**src/rtl/rloa_pkg.sv**
```systemverilog
// Shared types and codes for the run-length object accumulator.
`default_nettype none
package rloa_pkg;

   typedef logic [1:0] action_type;

   localparam action_type ACT_ADD   = 2'd0;
   localparam action_type ACT_QUERY = 2'd1;
   localparam action_type ACT_CLEAR = 2'd2;

   typedef enum logic [1:0] {
      ST_IDLE,
      ST_SCAN,
      ST_FINISH
   } rloa_state_type;

endpackage
`default_nettype wire

```
**src/rtl/rloa_ram.sv**
```systemverilog
// Generic single-clock RAM, one write port and one registered read port.
`default_nettype none
module rloa_ram #(
   parameter int WIDTH = 8,
   parameter int DEPTH = 16
) (
   input  wire logic                     clock,
   input  wire logic                     wr_en,
   input  wire logic [$clog2(DEPTH)-1:0] wr_addr,
   input  wire logic [WIDTH-1:0]         wr_data,
   input  wire logic                     rd_en,
   input  wire logic [$clog2(DEPTH)-1:0] rd_addr,
   output logic      [WIDTH-1:0]         rd_data
);

   logic [WIDTH-1:0] mem_ff [DEPTH];

   always_ff @(posedge clock) begin
      if (wr_en) begin
         mem_ff[wr_addr] <= wr_data;
      end
      if (rd_en) begin
         rd_data <= mem_ff[rd_addr];
      end
   end

endmodule
`default_nettype wire

```
**src/rtl/run_length_object_accumulator_core.sv**
```systemverilog
// Top level of the run-length object accumulator: run table walk and statistics.
//
//  channel | direction | handshake            | payload
//  req_    | in        | req_valid/req_stall  | action, pixel_x, pixel_y
//  rsp_    | out       | rsp_valid/rsp_stall  | flags, count, sums, bounding box
//
// An add or query walks the whole run table through the single read port of
// the run RAM, and a finish step then registers the result; the next
// transaction can be accepted in the cycle after that. A clear skips the
// walk and goes straight to the finish step.
// Reset clears the valid bits, the statistics and the control state; the RAM
// itself is never cleared, invalid slots are simply ignored.
// The result sits in an output register, so a new transaction is accepted
// while the previous result is still stalled; the finish step waits for it.
`default_nettype none
module run_length_object_accumulator_core #(
   parameter int MAX_RUNS   = 64,
   parameter int COORD_BITS = 12
) (
   input  wire logic                      clock,
   input  wire logic                      reset,
   input  wire logic                      req_valid,
   output logic                           req_stall,
   input  wire rloa_pkg::action_type      req_action,
   input  wire logic [COORD_BITS-1:0]     req_pixel_x,
   input  wire logic [COORD_BITS-1:0]     req_pixel_y,
   output logic                           rsp_valid,
   input  wire logic                      rsp_stall,
   output logic                           rsp_was_added,
   output logic                           rsp_in_object,
   output logic                           rsp_table_full,
   output logic [2*COORD_BITS:0]          rsp_pixel_count,
   output logic [3*COORD_BITS-1:0]        rsp_sum_of_x,
   output logic [3*COORD_BITS-1:0]        rsp_sum_of_y,
   output logic [COORD_BITS-1:0]          rsp_least_x,
   output logic [COORD_BITS-1:0]          rsp_greatest_x,
   output logic [COORD_BITS-1:0]          rsp_least_y,
   output logic [COORD_BITS-1:0]          rsp_greatest_y
);
   import rloa_pkg::*;

   localparam int CB   = COORD_BITS;
   localparam int LW   = CB + 1;            // run length, holds a full row
   localparam int IW   = $clog2(MAX_RUNS);  // slot index
   localparam int CW   = IW + 1;            // read counter, reaches MAX_RUNS
   localparam int NW   = 2 * CB + 1;        // pixel count
   localparam int SW   = 3 * CB;            // coordinate sums
   localparam int EW   = CB + CB + LW;      // RAM entry: row, start, length
   localparam logic [NW-1:0] COUNT_MAX = NW'(1) << (2 * CB);

   // ---------------------------------------------------------------- state
   rloa_state_type state_ff, state_in;

   action_type        act_ff;
   logic [CB-1:0]     x_ff, y_ff;

   logic [CW-1:0]     rd_cnt_ff;
   logic              p_vld_ff;
   logic [IW-1:0]     p_idx_ff;

   // Scan findings. Runs in one row never touch each other between
   // transactions, so at most one run ends just left of the pixel and at
   // most one starts just right of it.
   logic              cov_ff;
   logic              l_hit_ff, r_hit_ff, free_hit_ff;
   logic [IW-1:0]     l_idx_ff, r_idx_ff, free_idx_ff;
   logic [CB-1:0]     l_start_ff;
   logic [LW-1:0]     l_len_ff, r_len_ff;

   logic [MAX_RUNS-1:0] valid_ff, valid_in;

   logic [NW-1:0]     count_ff, count_in;
   logic [SW-1:0]     sx_ff, sx_in, sy_ff, sy_in;
   logic [CB-1:0]     minx_ff, minx_in, maxx_ff, maxx_in;
   logic [CB-1:0]     miny_ff, miny_in, maxy_ff, maxy_in;

   logic              rsp_valid_ff, added_ff, inobj_ff, full_ff;

   // ---------------------------------------------------------------- RAM
   logic              rd_en;
   logic [EW-1:0]     rd_data;
   logic              wr_en;
   logic [IW-1:0]     wr_idx, kill_idx;
   logic [EW-1:0]     wr_data;

   rloa_ram #(
      .WIDTH (EW),
      .DEPTH (MAX_RUNS)
   ) u_runs (
      .clock   (clock),
      .wr_en   (wr_en),
      .wr_addr (wr_idx),
      .wr_data (wr_data),
      .rd_en   (rd_en),
      .rd_addr (rd_cnt_ff[IW-1:0]),
      .rd_data (rd_data)
   );

   // ---------------------------------------------------------------- scan compare
   logic [CB-1:0] e_row, e_start;
   logic [LW-1:0] e_len, x_ext, s_ext;
   logic          e_ok, e_cov, e_left, e_right;

   assign e_row   = rd_data[EW-1 -: CB];
   assign e_start = rd_data[LW +: CB];
   assign e_len   = rd_data[LW-1:0];
   assign x_ext   = {1'b0, x_ff};
   assign s_ext   = {1'b0, e_start};
   assign e_ok    = p_vld_ff && valid_ff[p_idx_ff] && (e_row == y_ff);
   assign e_cov   = (x_ext >= s_ext) && ((x_ext - s_ext) < e_len);
   assign e_left  = (s_ext + e_len) == x_ext;          // run ends at x - 1
   assign e_right = s_ext == (x_ext + LW'(1));         // run starts at x + 1

   assign rd_en = (state_ff == ST_SCAN) && (rd_cnt_ff < CW'(MAX_RUNS));

   // ---------------------------------------------------------------- finish decode
   logic is_add, is_clear, grow, new_run, full, added, fin_go, req_take, scan_end;

   assign is_add   = act_ff == ACT_ADD;
   assign is_clear = act_ff == ACT_CLEAR;
   assign grow     = !cov_ff && (l_hit_ff || r_hit_ff);
   assign new_run  = !cov_ff && !grow && free_hit_ff;
   assign full     = is_add && !cov_ff && !grow && !free_hit_ff;
   assign added    = is_add && (grow || new_run);
   assign fin_go   = (state_ff == ST_FINISH) && (!rsp_valid_ff || !rsp_stall);
   assign req_take = req_valid && !req_stall;
   assign scan_end = p_vld_ff && (p_idx_ff == IW'(MAX_RUNS - 1));
   assign wr_en    = fin_go && added;

   // Pick the slot to write; a pixel that bridges two runs merges them into
   // the lower slot and drops the upper one.
   always_comb begin
      wr_idx   = free_idx_ff;
      kill_idx = r_idx_ff;
      wr_data  = {y_ff, x_ff, LW'(1)};
      priority if (l_hit_ff && r_hit_ff) begin
         wr_idx   = (l_idx_ff < r_idx_ff) ? l_idx_ff : r_idx_ff;
         kill_idx = (l_idx_ff < r_idx_ff) ? r_idx_ff : l_idx_ff;
         wr_data  = {y_ff, l_start_ff, l_len_ff + r_len_ff + LW'(1)};
      end else if (l_hit_ff) begin
         wr_idx  = l_idx_ff;
         wr_data = {y_ff, l_start_ff, l_len_ff + LW'(1)};
      end else if (r_hit_ff) begin
         wr_idx  = r_idx_ff;
         wr_data = {y_ff, x_ff, r_len_ff + LW'(1)};
      end else begin
         wr_idx  = free_idx_ff;
      end
   end

   // Account a newly stored pixel, the first one seeding sums and box; a clear zeroes them.
   always_comb begin
      count_in = count_ff;
      sx_in    = sx_ff;
      sy_in    = sy_ff;
      minx_in  = minx_ff;
      maxx_in  = maxx_ff;
      miny_in  = miny_ff;
      maxy_in  = maxy_ff;
      priority if (is_clear) begin
         count_in = '0;
         sx_in    = '0;
         sy_in    = '0;
         minx_in  = '0;
         maxx_in  = '0;
         miny_in  = '0;
         maxy_in  = '0;
      end else if (added) begin
         if (count_ff == '0) begin
            sx_in   = SW'(x_ff);
            sy_in   = SW'(y_ff);
            minx_in = x_ff;
            maxx_in = x_ff;
            miny_in = y_ff;
            maxy_in = y_ff;
         end else begin
            sx_in   = sx_ff + SW'(x_ff);
            sy_in   = sy_ff + SW'(y_ff);
            minx_in = (x_ff < minx_ff) ? x_ff : minx_ff;
            maxx_in = (x_ff > maxx_ff) ? x_ff : maxx_ff;
            miny_in = (y_ff < miny_ff) ? y_ff : miny_ff;
            maxy_in = (y_ff > maxy_ff) ? y_ff : maxy_ff;
         end
         if (count_ff < COUNT_MAX) begin
            count_in = count_ff + NW'(1);
         end
      end else begin
         count_in = count_ff;
      end
   end

   // Mark the written slot live and drop the upper half of a merged pair; a clear empties the table.
   always_comb begin
      valid_in = valid_ff;
      if (is_clear) begin
         valid_in = '0;
      end else if (wr_en) begin
         valid_in[wr_idx] = 1'b1;
         if (l_hit_ff && r_hit_ff) begin
            valid_in[kill_idx] = 1'b0;
         end
      end
   end

   // ---------------------------------------------------------------- FSM
   always_ff @(posedge clock) begin
      if (reset) begin
         state_ff <= ST_IDLE;
      end else begin
         state_ff <= state_in;
      end
   end

   always_comb begin
      state_in  = state_ff;
      req_stall = 1'b1;
      unique case (state_ff)
         ST_IDLE: begin
            req_stall = 1'b0;
            if (req_valid) begin
               state_in = (req_action == ACT_CLEAR) ? ST_FINISH : ST_SCAN;
            end
         end
         ST_SCAN: begin
            if (scan_end) begin
               state_in = ST_FINISH;
            end
         end
         ST_FINISH: begin
            if (fin_go) begin
               state_in = ST_IDLE;
            end
         end
         default: begin
            state_in = ST_IDLE;
         end
      endcase
   end

   // ---------------------------------------------------------------- datapath
   always_ff @(posedge clock) begin
      if (req_take) begin
         act_ff    <= req_action;
         x_ff      <= req_pixel_x;
         y_ff      <= req_pixel_y;
      end
      p_idx_ff <= rd_cnt_ff[IW-1:0];
      if (e_ok && e_left) begin
         l_idx_ff   <= p_idx_ff;
         l_start_ff <= e_start;
         l_len_ff   <= e_len;
      end
      if (e_ok && e_right) begin
         r_idx_ff <= p_idx_ff;
         r_len_ff <= e_len;
      end
      if (p_vld_ff && !valid_ff[p_idx_ff] && !free_hit_ff) begin
         free_idx_ff <= p_idx_ff;
      end
      if (fin_go) begin
         added_ff <= added;
         full_ff  <= full;
         inobj_ff <= is_add ? !full : (!is_clear && cov_ff);
      end
   end

   always_ff @(posedge clock) begin
      if (reset) begin
         rd_cnt_ff    <= '0;
         p_vld_ff     <= 1'b0;
         cov_ff       <= 1'b0;
         l_hit_ff     <= 1'b0;
         r_hit_ff     <= 1'b0;
         free_hit_ff  <= 1'b0;
         valid_ff     <= '0;
         count_ff     <= '0;
         sx_ff        <= '0;
         sy_ff        <= '0;
         minx_ff      <= '0;
         maxx_ff      <= '0;
         miny_ff      <= '0;
         maxy_ff      <= '0;
         rsp_valid_ff <= 1'b0;
      end else begin
         p_vld_ff <= rd_en;
         // Restart the walk and forget the last findings.
         if (req_take) begin
            rd_cnt_ff   <= '0;
            cov_ff      <= 1'b0;
            l_hit_ff    <= 1'b0;
            r_hit_ff    <= 1'b0;
            free_hit_ff <= 1'b0;
         end else begin
            if (rd_en) begin
               rd_cnt_ff <= rd_cnt_ff + CW'(1);
            end
            if (e_ok && e_cov) begin
               cov_ff <= 1'b1;
            end
            if (e_ok && e_left) begin
               l_hit_ff <= 1'b1;
            end
            if (e_ok && e_right) begin
               r_hit_ff <= 1'b1;
            end
            if (p_vld_ff && !valid_ff[p_idx_ff]) begin
               free_hit_ff <= 1'b1;
            end
         end
         if (fin_go) begin
            count_ff <= count_in;
            valid_ff <= valid_in;
            sx_ff    <= sx_in;
            sy_ff    <= sy_in;
            minx_ff  <= minx_in;
            maxx_ff  <= maxx_in;
            miny_ff  <= miny_in;
            maxy_ff  <= maxy_in;
         end
         // Hold the result until taken; a fresh one replaces it.
         if (fin_go) begin
            rsp_valid_ff <= 1'b1;
         end else if (!rsp_stall) begin
            rsp_valid_ff <= 1'b0;
         end
      end
   end

   // ---------------------------------------------------------------- outputs
   // Statistics change only when a new result is loaded, so they drive the
   // result ports directly.
   assign rsp_valid       = rsp_valid_ff;
   assign rsp_was_added   = added_ff;
   assign rsp_in_object   = inobj_ff;
   assign rsp_table_full  = full_ff;
   assign rsp_pixel_count = count_ff;
   assign rsp_sum_of_x    = sx_ff;
   assign rsp_sum_of_y    = sy_ff;
   assign rsp_least_x     = minx_ff;
   assign rsp_greatest_x  = maxx_ff;
   assign rsp_least_y     = miny_ff;
   assign rsp_greatest_y  = maxy_ff;

   // ---------------------------------------------------------------- checks
   a_added_not_full: assert property (@(posedge clock) disable iff (reset)
      rsp_valid |-> !(rsp_was_added && rsp_table_full))
      else $error("add reported both stored and dropped");

   a_added_counts: assert property (@(posedge clock) disable iff (reset)
      (rsp_valid && rsp_was_added) |-> (rsp_pixel_count != '0) && rsp_in_object)
      else $error("stored pixel missing from count or membership");

   a_new_slot_free: assert property (@(posedge clock) disable iff (reset)
      (wr_en && !l_hit_ff && !r_hit_ff) |-> !valid_ff[wr_idx])
      else $error("new run written over a live slot");

   a_walk_in_range: assert property (@(posedge clock) disable iff (reset)
      (state_ff == ST_FINISH) |-> !rd_en && (rd_cnt_ff == CW'(MAX_RUNS) || is_clear))
      else $error("finish step reached with the table walk incomplete");

endmodule
`default_nettype wire

```
**config.mk**
```make
export PLATFORM = sky130hd
export DESIGN_NAME = run_length_object_accumulator_core
export DESIGN_NICKNAME = d
export VERILOG_FILES = /design/src/rtl/rloa_pkg.sv /design/src/rtl/rloa_ram.sv /design/src/rtl/run_length_object_accumulator_core.sv
export SDC_FILE = /design/constraint.sdc
export NUM_CORES = 2
export LEC_CHECK = 0
export BUFFER_PORTS_ARGS = -buffer_cell sky130_fd_sc_hd__buf_2
export CORE_UTILIZATION = 57
export DETAILED_ROUTE_END_ITERATION = 16
export HOLD_SLACK_MARGIN = 0.12
export PLACE_DENSITY = 0.76
export SYNTH_ARGS = -nofsm -noshare
export SYNTH_HDL_FRONTEND = slang
export SYNTH_SLANG_ARGS = --single-unit
```
**constraint.sdc**
```tcl
create_clock -name clock -period 6.07 [get_ports clock]
set_clock_uncertainty 0.05 [all_clocks]
set_input_delay 1.214 -clock clock [delete_from_list [all_inputs] [get_ports clock]]
set_output_delay 1.214 -clock clock [all_outputs]
set_load 0.005 [all_outputs]
```
Yosys cells after proc, flatten, opt, wreduce, memory -nomap -nowiden
Memory sizes are Yosys's and may differ from the RTL's. A register that Yosys moved wholly into a read port is not among the register bits.
Index checks and enable logic that the tools add are counted.
- add/subtract/negate cells: 11
- equality and inequality tests: 12
- bitwise operators: 3
- reduce and logical (&&, ||, !) cells: 54
- multiplexer cells: 54
- order comparisons: 14
- operators by type and width (cell ; number):
    $mux 36 ; 6
    $mux 12 ; 16
    $mux 64 ; 3
    $mux 25 ; 5
    $add 36x12->36 ; 2
    $and 64x64->64 ; 1
    $not 64->64 ; 1
    $or 64x64->64 ; 1
    $add 13x1->13 const B ; 3
    $mux 6 ; 6
    $add 25x1->25 const B ; 1
    $logic_not 25->1 ; 1
    $lt 25x25->1 const B ; 1
    $gt 12x12->1 ; 2
    $logic_and 1x1->1 ; 24
    $lt 12x12->1 ; 2
    $lt 6x7->1 const B ; 3
    $reduce_and 3->1 ; 6
    $add 12x1->13 const B ; 1
    $add 12x13->13 ; 1
    $add 13x13->13 ; 1
    $eq 12x13->1 ; 1
    $eq 13x12->1 ; 1
    $lt 13x13->1 ; 1
    other kinds (25) ; 58
- memories kept: 1
- bits in writable memories: 2368
- flip-flop bits (word level): 315
- input port bits: 30
- memories (memory ; depth ; bits a word ; rd ports ; clocked after memory_dff ; wr ports ; RTL line ; RTL):
    u_runs.mem_ff ; 64 ; 37 ; 1 ; 1 ; 1 ; rloa_ram.sv:16 ; logic [WIDTH-1:0] mem_ff [DEPTH];

Logic depth before layout (Yosys ltp)
- word-level depth: 12
- gate-level depth with buffers: 16

Modules after synthesis
From an unflattened synthesis, not the netlist that was laid out.
- cell total of the unflattened synthesis: 6288
- area total of the unflattened synthesis: 111390.6 sq um
- by module, submodules not included (module ; area each (sq um) ; cells each ; instances):
    rloa_ram ; 90835.9 ; 3922 ; 1
    run_length_object_accumulator_core ; 20554.7 ; 2366 ; 1

Least setup slack after synthesis
Ideal clock, no wire load.
- path type: reg2reg
- start: reg u_runs.rd_data[0], read port of u_runs.mem_ff
- end: reg l_idx_ff[0], enable pin
- data required time: 5.523 ns
- arrival: 5.219 ns
- path slack: 0.304 ns
- setup time: 0.497 ns
- clock period less this slack: 5.766 ns
- stages on the path, launching flop included: 10
- cell sequence: edfxtp_1 > ha_1 > fa_1 > a21o_1 > a22oi_1 > nand2b_1 > or3_1 > a31oi_1 > nand3_1 > nor4_1
- longest elaborated chain between the ends: 3
- ends and longest elaborated chain (element ; RTL line ; RTL):
    start: declaration ; rloa_ram.sv:13 ; output logic [WIDTH-1:0] rd_data
    $add 12x13->13 ; run_length_object_accumulator_core.sv:111 ; assign e_left = (s_ext + e_len) == x_ext;
    $eq 13x12->1 ; run_length_object_accumulator_core.sv:111 ;
    $logic_and 1x1->1 ; run_length_object_accumulator_core.sv:248 ; if (e_ok && e_left) begin
    end signal: assignment ; run_length_object_accumulator_core.sv:249 ; l_idx_ff <= p_idx_ff;
    end: declaration ; run_length_object_accumulator_core.sv:66 ; logic [IW-1:0] l_idx_ff, r_idx_ff, free_idx_ff;
No other way between the ends.
A chain may end at the register's enable or synchronous reset.

Worst setup path after layout
- start: reg l_idx_ff[2]
- end: mem u_runs.mem_ff[60][11] (netlist bit), enable pin
- longest elaborated chain between the ends: 3
- ends and longest elaborated chain (element ; RTL line ; RTL):
    $lt 6x6->1 ; run_length_object_accumulator_core.sv:137 ; wr_idx = (l_idx_ff < r_idx_ff) ? l_idx_ff : r_idx_ff;
    $mux 6 ; run_length_object_accumulator_core.sv:137 ;
    $mux 6 (*) ; run_length_object_accumulator_core.sv:136 ; priority if (l_hit_ff && r_hit_ff) begin
    end: declaration ; rloa_ram.sv:16 ;
Every way passes the cells marked *; elsewhere a longest branch is shown, timed or not.

==> impl_metrics.env <==
export IMPL_hold_buffers=0
export IMPL_max_stage_delay_ns=0.89
export IMPL_synth_xor_xnor_area_share_pct=1.06
export IMPL_cts_root_buf="clkbuf_16"
export IMPL_cts_tree="built"
export IMPL_first_pass_iters=9
export IMPL_hp_class="flip-flop to flip-flop"
export IMPL_coreArea_sq_um=193000
export IMPL_nFillCells=12200
export IMPL_synth_fa_ha_area_share_pct=1.54
export IMPL_yosys_register_bits=2720
export IMPL_start_kind="flip-flop"
export IMPL_crit_slowest_cell="nor2_4"
export IMPL_synth_edf_count=2490
export IMPL_ctsResizeCount=0
export IMPL_numCtsBuffers=287
export IMPL_r2r_slack_ns=1.26
export IMPL_vdd_ir_drop_max_v=0.000270
export IMPL_grtUsageTotal_pct=31.5
export IMPL_synthArstFlopShare_pct=0
export IMPL_start_util_pct=57.6
export IMPL_row_count=161
export IMPL_grt_pass1_vias=59900
export IMPL_clk_path_buf_depth=4
export IMPL_clk_pin_slew_worst_paths_ns=0.06
export IMPL_io_buffers=179
export IMPL_overflow=0
export IMPL_drt_iter0_drc=8829
export IMPL_required_ns=6.62
export IMPL_p_leak_nw=37.0
export IMPL_dieArea_sq_um=197000
export IMPL_maxCapViolations=0
export IMPL_ys_seq_area_share_pct=71.5
export IMPL_syn_inst=5785
export IMPL_synth_compound_area_share_pct=3.83
export IMPL_critPathMaxFanout=14
export IMPL_layout_nets=6318
export IMPL_syn_area_sq_um=111000
export IMPL_synth_nets=5949
export IMPL_reg2regPathDepth=9
export IMPL_rsz0062_at_grt="no"
export IMPL_route_vias_total=61500
export IMPL_setup_viol=0
export IMPL_clk_insertion_delay_late_ns=0.95
export IMPL_final_util_pct=65.1
export IMPL_synth_mux_area_share_pct=17.0
export IMPL_min_period_ns=4.81
export IMPL_die_w_microns=443
export IMPL_ios=180
export IMPL_ant_nets=0
export IMPL_arrival_ns=5.36
export IMPL_drc=0
export IMPL_final_common_cell="edfxtp_1"
export IMPL_cts_sinks=2720
export IMPL_p_per_area_nw_per_um2=313
export IMPL_fmax_mhz=208
export IMPL_h_tree_depth=5
export IMPL_crit_start="l_idx_ff[2]"
export IMPL_avgSynthCellArea_sq_um=19.2
export IMPL_grt_pass1_wl_microns=440000
export IMPL_end_kind="flip-flop"
export IMPL_antenna_found_initial=18
export IMPL_vias_per_cell=6.92
export IMPL_worstReg2RegEnd="u_runs.mem_ff[60][11]"
export IMPL_grt_max_degree=113
export IMPL_dp_hpwl_microns=181000
export IMPL_wl_per_cell_microns=34.9
export IMPL_yosys_warnings=0
export IMPL_relSlewSlack_pct=8.72
export IMPL_synth_flop_cell="edfxtp_1"
export IMPL_r2r_start="l_idx_ff[2]"
export IMPL_worstMarginPinSlew_ns=1.37
export IMPL_synth_simple_gate_area_share_pct=3.66
export IMPL_path_cells="ha_1 -> a21o_1 -> a31o_2 -> a211oi_4 -> o311ai_0 -> nor2_1 -> nand2_1 -> nor2_4 -> buf_4"
export IMPL_path_class="flip-flop to flip-flop"
export IMPL_setup_tns_ns=0
export IMPL_drt_total_wl_microns=310000
export IMPL_post_cts_setup_buffers=0
export IMPL_status="finished clean"
export IMPL_chipHeight_microns=443
export IMPL_syn_to_final_growth_pct=13.1
export IMPL_final_hold_violation_count=0
export IMPL_final_min_period_over_clock_period_pct=79.3
export IMPL_synth_top_family_by_area="multiplexers"
export IMPL_synthDistinctLibCells=89
export IMPL_drive_gt1_share_pct=27.0
export IMPL_endpoint="u_runs.mem_ff[60][11]"
export IMPL_gp_congestion=0.978
export IMPL_slew_viol_final=0
export IMPL_layout_common_cells="2490 x edfxtp_1, 792 x mux4_2, 294 x clkbuf_16, 223 x dfxtp_1, 210 x nor2_1"
## synthesized netlist by cell type, drive strengths merged (9+ instances only)
master      n  area share [%]
edfxtp   2490              67
mux4      792              16
nor2      277            0.94
dfxtp     230             4.1
clkbuf    207            0.70
nand2     195            0.67
a21oi     165            0.75
o21ai     165            0.74
ha        129             1.5
inv       115            0.39
nand3     110            0.51
buf        94            0.35
xnor2      73            0.58
mux2i      67            0.66
xor2       62            0.49
o31ai      47            0.32
nand4      45            0.25
o211ai     45            0.30
nor3       39            0.18
nand2b     31            0.17
o21a       30            0.20
a21o       29            0.20
and3       27            0.15
mux2       27            0.28
or3        20            0.12
nor4       19            0.13
a31oi      18            0.10
or4        18            0.12
a22oi      17            0.12
and2       16           0.090
nor2b      16           0.090
o2111ai    15            0.12
o22ai      13           0.073
a211oi     12           0.092
a41o       12            0.11
a41oi      12           0.095
a2111oi    11            0.15
or2         9           0.051
## layer usage
layer | share of wire, % | GRT usage, %
met5 | 0.020 | 0
met4 | 6.2 | 17.3
met3 | 11 | 6.33
met2 | 48 | 49.7
met1 | 35 | 41.6
## where the power goes
group          leakage, nW  total [W]  internal (W)  switching [W]
clock network         4.36     0.0171       0.00995        0.00711
logic                 10.2    0.00169      0.000613        0.00107
registers             22.4     0.0206        0.0205      0.0000885
## layout make-up
cell class / count / area [sq um] / share of cell area, %
diodes: 9 / 22.5 / 0.0179
clock buffers: 364 / 7720 / 6.15
clock inverters: 125 / 1220 / 0.971
inverters: 116 / 435 / 0.347
multi-input cells: 2648 / 30800 / 24.5
flip-flops and latches: 2720 / 79400 / 63.2
well taps: 2526 / 3160 / 2.52
repair buffers: 381 / 2830 / 2.25
## logic make-up (layout without fill, tap and decap cells)
family	Yosys count	count (layout)
multiplexers	886	886
buffers and inverters	417	986
flip-flops	2720	2720
other	0	9
XOR/XNOR	135	135
AND/OR/NAND/NOR	845	845
adder cells (fa/ha/maj)	134	134
AO/OA/AOI/OAI	648	648
## metrics by stage
step	setup slack (ns)	total power, W	std cells	hold WS (ns)	instance area [sq um]
after detailed placement	1.39	0.0226	8391	0.397	117000
after global placement	1.48	0.0226	8391	0.395	117000
after CTS	1.33	0.0394	8880	0.400	126000
after global routing	1.07	0.0401	8886	0.418	126000
final	1.26	0.0393	8889	0.402	126000
after floorplan	0.304	0.0220	5785	0.279	111000
## worst max-delay path: cells and delay by family (launching register included)
| kind | cells | cell delay (ns) |
|---|---|---|
| compound gates | 4 | 1.33 |
| fa+ha+maj | 1 | 0.40 |
| buf+inv | 1 | 0.36 |
| flops | 1 | 0.53 |
| simple gates | 3 | 1.77 |
## sequential cells by signal (all words and copies together) (netlist names), 7 cells and up
name             flops
valid_ff            64
rsp_greatest_x      12
rsp_least_y         12
rsp_sum_of_x        36
y_ff                12
rsp_pixel_count     25
r_len_ff            13
l_len_ff            13
rd_cnt_ff            7
rsp_sum_of_y        36
x_ff                12
u_runs.mem_ff     2368
rsp_least_x         12
u_runs.rd_data      37
rsp_greatest_y      12
l_start_ff          12
## worst min-delay path by stage
stage / cells after the start / from / slack, ns / endpoint
after global routing: 1 / req_pixel_x[10] / 0.42 / x_ff[10]
after detailed placement: 2 / valid_ff[36] / 0.40 / valid_ff[36]
after floorplan: 0 / rd_cnt_ff[2] / 0.28 / p_idx_ff[2]
after CTS: 1 / req_pixel_x[3] / 0.40 / x_ff[3]
after global placement: 2 / valid_ff[6] / 0.40 / valid_ff[6]
final: 2 / valid_ff[6] / 0.40 / valid_ff[6]
Power figures use the tool's default switching activity.
